$ cat config.mk
export PLATFORM = sky130hd
export DESIGN_NAME = grmmc_column
export DESIGN_NICKNAME = d
export VERILOG_FILES = /design/src/rtl/core/grmmc_pkg.sv /design/src/rtl/core/grmmc_column.sv
export SDC_FILE = /design/constraint.sdc
export NUM_CORES = 1
export LEC_CHECK = 0
export ABC_CLOCK_PERIOD_IN_PS = 4900
export BUFFER_PORTS_ARGS = -buffer_cell sky130_fd_sc_hd__buf_2
export CAP_MARGIN = 10
export CORE_ASPECT_RATIO = 0.5
export CORE_MARGIN = 3
export CORE_UTILIZATION = 45
export DETAILED_ROUTE_END_ITERATION = 8
export GPL_TIMING_DRIVEN = 1
export PLACE_DENSITY = 0.61
export SETUP_SLACK_MARGIN = 0.1
export SLEW_MARGIN = 20
export SYNTH_ARGS = -nofsm -noshare
export SYNTH_HDL_FRONTEND = slang
export SYNTH_SLANG_ARGS = --single-unit
export TNS_END_PERCENT = 100
$ cat constraint.sdc
create_clock -name clk -period 4.9 [get_ports clk]
set_input_delay 0.735 -clock clk [delete_from_list [all_inputs] [get_ports clk]]
set_output_delay 0.735 -clock clk [all_outputs]
set_load 0.01 [all_outputs]
$ cat src/rtl/core/grmmc_pkg.sv
// ----------------------------------------------------------------------------
// grmmc_pkg - shared types and constants of the region merge maze carver
// Grid sizes, field widths, request and control codes, column control and
// column read-back structs, and the size clamp helper.
// ----------------------------------------------------------------------------
package grmmc_pkg;

  // grid capacity
  localparam int MAX_COLS = 16;
  localparam int MAX_ROWS = 16;
  localparam int MAX_DIM  = (MAX_COLS > MAX_ROWS) ? MAX_COLS : MAX_ROWS;

  // derived widths
  localparam int COL_W  = $clog2(MAX_COLS);
  localparam int ROW_W  = $clog2(MAX_ROWS);
  localparam int SIZE_W = $clog2(MAX_DIM + 1);
  localparam int LBL_W  = $clog2(MAX_COLS * MAX_ROWS + 1);

  // fixed field widths
  localparam int REQ_W     = 2;
  localparam int DIR_W     = 2;
  localparam int WALL_W    = 4;
  localparam int CFG_W     = 5;
  localparam int CFG_IDX_W = 1;

  // configuration register indexes and reset values
  localparam logic [CFG_IDX_W-1:0] CFG_GRID_WIDTH  = 1'd0;
  localparam logic [CFG_IDX_W-1:0] CFG_GRID_HEIGHT = 1'd1;
  localparam logic [CFG_W-1:0]     GRID_WIDTH_RST  = 5'd16;
  localparam logic [CFG_W-1:0]     GRID_HEIGHT_RST = 5'd16;

  // request types (code 3 behaves as a read)
  localparam logic [REQ_W-1:0] REQ_CONNECT = 2'd0;
  localparam logic [REQ_W-1:0] REQ_READ    = 2'd1;
  localparam logic [REQ_W-1:0] REQ_CLEAR   = 2'd2;

  // neighbor directions
  localparam logic [DIR_W-1:0] DIR_NORTH = 2'd0;
  localparam logic [DIR_W-1:0] DIR_EAST  = 2'd1;
  localparam logic [DIR_W-1:0] DIR_SOUTH = 2'd2;
  localparam logic [DIR_W-1:0] DIR_WEST  = 2'd3;

  // passage bits of a cell: east toward x+1, south toward y+1
  localparam logic [1:0] PASS_E = 2'b01;
  localparam logic [1:0] PASS_S = 2'b10;

  // column operation codes
  localparam logic [1:0] OP_NONE  = 2'd0;
  localparam logic [1:0] OP_CLEAR = 2'd1;
  localparam logic [1:0] OP_MERGE = 2'd2;

  // control broadcast to every column
  typedef struct packed {
    logic [ROW_W-1:0]  rd_row;
    logic [1:0]        op;
    logic [LBL_W-1:0]  from_lbl;
    logic [LBL_W-1:0]  to_lbl;
    logic [COL_W-1:0]  pass_col;
    logic [ROW_W-1:0]  pass_row;
    logic [1:0]        pass_mask;
    logic [SIZE_W-1:0] w;
    logic [SIZE_W-1:0] h;
  } col_ctl_t;

  // read-back from one column
  typedef struct packed {
    logic [LBL_W-1:0] lbl;
    logic [1:0]       pass;
    logic [1:0]       west_pass;
    logic [LBL_W-1:0] head_lbl;
  } col_rd_t;

  // clamp a size register to 1..maxv
  function automatic logic [SIZE_W-1:0] eff_size(input logic [CFG_W-1:0] v, input int maxv);
    logic [SIZE_W-1:0] res;
    if (v == '0) begin
      res = SIZE_W'(1);
    end else if (int'(v) > maxv) begin
      res = SIZE_W'(maxv);
    end else begin
      res = SIZE_W'(v);
    end
    return res;
  endfunction

endpackage

$ cat src/rtl/core/grmmc_column.sv
// ----------------------------------------------------------------------------
// grmmc_column - one grid column of the maze carver
// Holds the labels and passage bits of all rows of one column, applies the
// broadcast clear / relabel / passage update, reads one row per cycle and
// hands its passage bits and the running all-equal flag to the next column.
// ----------------------------------------------------------------------------
module grmmc_column (
  input  logic                           clk,
  input  logic                           rst_n,
  input  logic [grmmc_pkg::COL_W-1:0]    col_idx,
  input  grmmc_pkg::col_ctl_t            ctl,
  input  logic [1:0]                     west_pass,
  output logic [1:0]                     east_pass,
  input  logic                           all_in,
  output logic                           all_out,
  input  logic [grmmc_pkg::LBL_W-1:0]    head_lbl,
  output grmmc_pkg::col_rd_t             rd
);

  logic [grmmc_pkg::LBL_W-1:0] lbl_r  [grmmc_pkg::MAX_ROWS];
  logic [1:0]                  pass_r [grmmc_pkg::MAX_ROWS];

  logic [grmmc_pkg::LBL_W-1:0]    base_run;
  logic [grmmc_pkg::LBL_W-1:0]    base_rst;
  logic                           col_used;
  logic                           row_used [grmmc_pkg::MAX_ROWS];
  logic [grmmc_pkg::MAX_ROWS-1:0] row_match;

  // first label of this column: col * height + 1
  assign base_run = grmmc_pkg::LBL_W'(col_idx) * grmmc_pkg::LBL_W'(ctl.h);
  assign base_rst = grmmc_pkg::LBL_W'(col_idx) * grmmc_pkg::LBL_W'(grmmc_pkg::MAX_ROWS);
  assign col_used = grmmc_pkg::SIZE_W'(col_idx) < ctl.w;

  // rows in use and match against the head cell
  always_comb begin
    for (int r = 0; r < grmmc_pkg::MAX_ROWS; r++) begin
      row_used[r]  = grmmc_pkg::SIZE_W'(r) < ctl.h;
      row_match[r] = !row_used[r] || (lbl_r[r] == head_lbl);
    end
  end

  assign all_out = all_in && (!col_used || (&row_match));

  // row read-back and handoff to the east neighbor
  assign rd.lbl       = lbl_r[ctl.rd_row];
  assign rd.pass      = pass_r[ctl.rd_row];
  assign rd.west_pass = west_pass;
  assign rd.head_lbl  = lbl_r[0];
  assign east_pass    = pass_r[ctl.rd_row];

  // label and passage storage
  always_ff @(posedge clk) begin
    if (!rst_n) begin
      for (int r = 0; r < grmmc_pkg::MAX_ROWS; r++) begin
        lbl_r[r]  <= base_rst + grmmc_pkg::LBL_W'(r) + grmmc_pkg::LBL_W'(1);
        pass_r[r] <= 2'b00;
      end
    end else begin
      case (ctl.op)
        grmmc_pkg::OP_CLEAR: begin
          for (int r = 0; r < grmmc_pkg::MAX_ROWS; r++) begin
            lbl_r[r]  <= base_run + grmmc_pkg::LBL_W'(r) + grmmc_pkg::LBL_W'(1);
            pass_r[r] <= 2'b00;
          end
        end
        grmmc_pkg::OP_MERGE: begin
          for (int r = 0; r < grmmc_pkg::MAX_ROWS; r++) begin
            if (col_used && row_used[r] && (lbl_r[r] == ctl.from_lbl)) begin
              lbl_r[r] <= ctl.to_lbl;
            end
            if ((ctl.pass_col == col_idx) && (ctl.pass_row == grmmc_pkg::ROW_W'(r))) begin
              pass_r[r] <= pass_r[r] | ctl.pass_mask;
            end
          end
        end
        default: begin
        end
      endcase
    end
  end

endmodule

; After elaboration in Yosys (flattened, before gate mapping)
; Memory sizes are Yosys's and may differ from the RTL's.
; Index checks and enable logic that the tools add are counted.
[word_totals]
regBits = 0
ramBits = 176
input_bits = 62
output_inout_bits = 25
memories = 2
[memory_table]
columns = name, words, width, rd, rd_ports_with_merged_regs, wr, line_no
row1 = lbl_r, 16, 9, 17, 0, 16, grmmc_column.sv:20  ; logic [grmmc_pkg::LBL_W-1:0] lbl_r [grmmc_pkg::MAX_ROWS];
row2 = pass_r, 16, 2, 17, 0, 16, grmmc_column.sv:21  ; logic [1:0] pass_r [grmmc_pkg::MAX_ROWS];
[classes]
n_addsub = 60
mul = 1
n_lt_le_gt_ge = 17
eq_ne = 50
mux = 196
n_bitwise = 80
n_reduce_logical = 85
[op_table]
columns = operator, n
row1 = 9-bit equality test, 32
row2 = 9-bit 2-to-1 mux, 32
row3 = "9-bit by 1-bit adder with 9-bit output, second input constant", 31
row4 = 1-bit 2-to-1 mux, 132
row5 = "8-bit by 4-bit adder with 9-bit output, second input constant", 8
row6 = "9-bit by 4-bit adder with 9-bit output, second input constant", 8
row7 = 2-bit 2-to-1 mux, 32
row8 = 1-bit bitwise OR, 64
row9 = 1-bit logical AND, 49
row10 = "4-bit by 5-bit < comparator with 1-bit output, first input constant", 8
row11 = "8-bit by 3-bit adder with 9-bit output, second input constant", 4
row12 = "9-bit by 3-bit adder with 9-bit output, second input constant", 4
row13 = "4-bit equality test, second input constant", 8
row14 = 2-bit bitwise OR, 16
row15 = "3-bit by 5-bit < comparator with 1-bit output, first input constant", 4
row16 = "8-bit by 2-bit adder with 9-bit output, second input constant", 2
row17 = "9-bit by 2-bit adder with 9-bit output, second input constant", 2
row18 = 1-bit logical NOT, 17
row19 = 1-bit logical OR, 17
row20 = "4-bit by 3-bit equality test with 1-bit output, second input constant", 4
row21 = 16-bit AND reduction, 1
row22 = "1-bit by 5-bit < comparator with 1-bit output, first input constant", 2
row23 = "2-bit by 5-bit < comparator with 1-bit output, first input constant", 2
row24 = "8-bit by 1-bit adder with 9-bit output, second input constant", 1
row25 = 8 further kinds, 9

; Logic depth before layout (Yosys ltp)
[logic_depth]
ltp_word = 8
mapped_depth = 17
mapped_depth_nobuf = 15

; Least setup slack after synthesis
; No wires, ideal clock.
[synth_path]
path_type = input -> register
startpoint = input col_idx[3] (netlist name)
endpoint = memory lbl_r[1][6] (netlist name), data pin
setup_time_ns = 0.254
t_arrival_ns = 4.817
required_time_ns = 4.646
path_slack_ns = -0.171
stages = 17
n_path_buf = 2
path_cell_list = clkbuf_1 nand2_1 fa_1 inv_1 fa_1 inv_1 fa_1 xor2_1 buf_2 inv_2 ha_1 nand3_1 xnor3_1 or3b_2 xnor2_1 o22ai_1 a21o_1
[synth_rtl]
columns = item, line_no
row1 = "start, declared", grmmc_column.sv:10  ; input logic [grmmc_pkg::COL_W-1:0] col_idx,
row2 = "end, declared", grmmc_column.sv:20

==> summary by stage <==
Status
The flow ran to the end, and the final reports show no timing, DRC or antenna violations.

Route
Across all layers, the routed design uses about 13000 vias. The routed length on met3 is approximately 11000 µm. For this block, wires on met1 add up to 26000 µm. The number of nets with antenna violations after detailed routing is 0. The total detailed-routing wirelength is approximately 64000 µm. The top metal layer carrying routed signals is met5.

The met2 routed wirelength is about 25000 µm. For this run, design rule violations remaining after detail routing come to 0. In the final routed layout, each cell accounts on average for ~32 µm. The iteration count of the initial detailed-routing pass is 5.

After detailed routing, the number of vias per cell comes to between 6 and 7. The number of DRC violations after detailed-routing iteration 0 is a little under 2000.

Worst setup path
The maximum net fanout on the critical path is 5. The nature of the critical path startpoint is an input pin. The master of the slowest instance on the critical path is sky130_fd_sc_hd__fa_1. Traced cell by cell, the critical path runs through buf_2 > nand2_1 > fa_1 > inv_1 > fa_1 > inv_1 > fa_2 > xor2_2 > inv_4 > ha_1 > nand3_1 > xnor3_1 > or3b_2 > a211oi_2 > xnor3_1 > o21ai_1. At the worst endpoint, the arrival time is roughly 4.8 ns. The number of buffer and inverter instances along the worst setup path is 4. The critical path startpoint is ctl[0]. The worst register-to-register path begins at lbl_r[0][5]$_DFFE_PP_. The startpoint-to-endpoint class of the critical path is input pin to flip-flop. The required time of the worst setup path is 5.18 ns. STA classifies the critical path endpoint as a flip-flop. The largest stage delay on the critical path is between 0.5 and 0.6 ns.

The cell family contributing the most delay on the critical path is adder cells.

Clocking
Once the clock tree was built, the setup fixing pass inserted 0 buffers. The depth of the CTS H-tree is 4. For the worst-skew pair, the clock arrives at the later sink with an insertion delay of 0.46 ns.

After clock tree synthesis, the clock-pin slew on the worst setup and hold paths is around 0.07 ns. The number of gates resized after cts is 0. The maximum clock path buffer count is 2.

The count of hold-fix buffers inserted at cts is 0. The cell at the root of the clock tree is sky130_fd_sc_hd__clkbuf_16. The TritonCTS buffer count is 17. TritonCTS built the clock tree. For this design, the sink count on the clock tree is roughly 180.

Global route
In the global route stage, overall resource usage came out at 0.353. The sum of overflow across all layers after global routing is 0. The first global-routing pass estimated ~90000 µm of wire. Entering global routing, the biggest net connects slightly above 50 pins. The number of global-route vias before repair is ~13000. The initial antenna violation count came to 1.

Worst hold path
The type of the most critical hold path is flip-flop to flip-flop. The beginning of the worst hold path is pass_r[0][1]$_SDFFE_PP0P_.

Die
The full die area is ~0.036 mm². The placeable core area is between 0.03 and 0.04 mm². From bottom edge to top edge, the die measures around 140 µm.

The floorplan has 46 rows. The number of top-level pins is a little under 90. The floorplan step set the die width to 265 µm. The initial utilization of the core area, before any placement, comes to 0.467.

Finish
The flip-flop and latch area is 0.00527 mm². The ratio of cells with drive above 1 in the final layout is 0.170. After filler insertion, the fill cell instance count of the layout stands at between 2000 and 3000. The total number of nets in the final design is ~1600. Leaving out fill and tap cells, the most frequent cells in the layout are sky130_fd_sc_hd__xnor2_1 (245), sky130_fd_sc_hd__edfxtp_1 (174), sky130_fd_sc_hd__xor2_1 (132), sky130_fd_sc_hd__nor2_1 (112), sky130_fd_sc_hd__nand2_1 (93). The most frequent standard cell in the layout excluding fill and tap cells is sky130_fd_sc_hd__xnor2_1. The total non-filler cell area in the finished layout is between 0.015 and 0.02 mm².

The area growth from synthesis to final layout is 10.3%. The combined area of the multi-input logic cells is around 0.0092 mm².

Timing
The post-route setup TNS is 0 ns. Measured against its own limit, the worst slew margin works out to 0.272. Based on the critical path, the design can be clocked at up to ~0.22 GHz. Setup violations remaining at the end of the flow were counted as 0. Of the available clock period, the critical path in the final layout requires 0.914. The transition time at the pin with the least slew margin is 1.09 ns. Hold timing on the final database bottoms out at a slack of 0.473 ns. Setup slack closes at ~0.42 ns. Setup repair after global routing left no endpoint under its margin.

The number of hold violations in the final report is 0. The clock period minus worst slack is 4.48 ns. The count of pins over their slew limit came to 0. The clock skew after layout is about 0.012 ns.

Yosys
The netlist area before placement is ~0.015 mm². Synthesis handed over a netlist of 1500 instances. The proportion of register bits with asynchronous set or reset after synthesis is 0.

The count of distinct cell types in the synthesized netlist is 71. For this run, the register share of the synthesized area comes to 0.349. In this run the mean area of a mapped cell was 10.1 µm². In this run, synthesis inferred between 150 and 200 flip-flops with an integrated enable. The post-synthesis net count is between 1500 and 2000. The post-synthesis register bit count is about 180. For this run, the leading register cell type out of synthesis is sky130_fd_sc_hd__edfxtp_1. The Yosys step of the flow raised 0 warnings.

Pwr
Of the total power, registers draw 0.387. The static leakage power is just over 6 nW. The power per cell area is between 300 and 400 mW/mm². IR analysis of the VDD net gives a maximum drop of around 0.28 mV. Of the total power, the clock network draws 0.245. The completed layout was analyzed and its total power is between 6 and 7 mW.

Of the total power, the share spent switching nets is 0.394. The share of total power dissipated in combinational logic is 0.368. The analysis attributes to net switching a power of between 2 and 2.5 mW. Internal power comes to ~3.6 mW.

Place
The HPWL after detailed placement is 48800 µm. Summing all placed instances gives a cell area of 0.0160 mm². The worst setup slack before clock tree synthesis is about 0.0021 ns. The count of buffers inserted at the top-level ports is slightly above 80. The congestion estimate from routability-driven global placement came to ~1.0.

Job
The tool flagged a number of max-cap violations equal to 0.
==> worst min-delay path: cells and delay by family (launching register included) <==
kind,cells,cell delay [ns]
and+or+nand+nor,1,0.07
AOI/OAI and AO/OA,1,0.04
DFF,1,0.33
==> synthesized netlist by cell type (all sizes together) (3+ instances only) <==
library cell,n,area [µm²]
nor4,38,250
a31oi,15,93.8
and2,18,113
clkbuf,76,285
mux2,5,56.3
or4,4,37.5
nand4,40,250
a22oi,8,60.1
o211ai,6,45.0
nor3,26,130
o21a,26,195
a211oi,10,92.6
nand3,28,140
inv,31,116
nor2,115,437
xnor2,246,2160
ha,32,400
o22ai,16,100
mux2i,50,500
a21boi,7,52.6
fa,6,120
a21o,16,120
a21oi,60,304
nand2,94,355
mux4,55,1240
or3,6,37.5
buf,49,256
xor2,133,1160
nand2b,15,93.8
or2,6,37.5
o21ai,52,260
edfxtp,174,5230
nor2b,6,37.5
nand4b,3,26.3
==> routing by layer <==
layer  up-vias  GRT usage
met4         2     0.0999
met3       121      0.160
met2      1098      0.474
met5         -     0.0311
met1      6518      0.504
li1       5457          -
==> cell type report <==
| type | count | area share |
|---|---|---|
| multi-input cells | 1168 | 0.553 |
| diodes | 2 | 0.000300 |
| clock buffers | 17 | 0.0255 |
| repair buffers | 148 | 0.0544 |
| well taps | 432 | 0.0324 |
| flip-flops and latches | 176 | 0.316 |
| inverters | 31 | 0.00713 |
| clock inverters | 15 | 0.0116 |
==> registers in the layout (all words and copies together), names as in the netlist <==
| name | cells |
|---|---|
| lbl_r | 144 |
| pass_r | 32 |
==> stage by stage <==
step           instances  utilization
5_1_grt             1988        0.515
3_5_place_dp        1955        0.496
2_1_floorplan       1500            -
6_report            1989        0.515
4_1_cts             1987        0.515
3_3_place_gp        1955        0.496
==> final timing paths <==
check	endpoint	slack (ns)	depth (start not counted)
max	lbl_r[1][8]$_SDFFCE_PP0P_	0.42	16
min reg2reg	pass_r[0][1]$_SDFFE_PP0P_	0.47	2
max reg2reg	lbl_r[0][6]$_DFFE_PP_	1.97	5
min	pass_r[0][1]$_SDFFE_PP0P_	0.47	2
==> power by group through the flow <==
stage / clock network (mW) / registers, mW / logic [mW]
floorplan: 0 / 2.08 / 1.54
global placement: 0 / 2.29 / 2.13
detailed placement: 0 / 2.30 / 2.16
CTS: 1.48 / 2.27 / 2.17
global route: 1.54 / 2.30 / 2.35
finish: 1.47 / 2.32 / 2.21
==> cell families (layout without fill, tap and decap cells) <==
family | Yosys count | count (layout) | synth area share
AO/OA/AOI/OAI | 233 | 233 | 0.0988
XOR/XNOR | 381 | 381 | 0.223
adder cells (fa/ha/maj) | 38 | 38 | 0.0345
buffers and inverters | 156 | 211 | 0.0436
flip-flops | 176 | 176 | 0.349
multiplexers | 110 | 110 | 0.119
other | 0 | 2 | 0
AND/OR/NAND/NOR | 406 | 406 | 0.133
No activity file was read; power rests on OpenSTA's default activity.
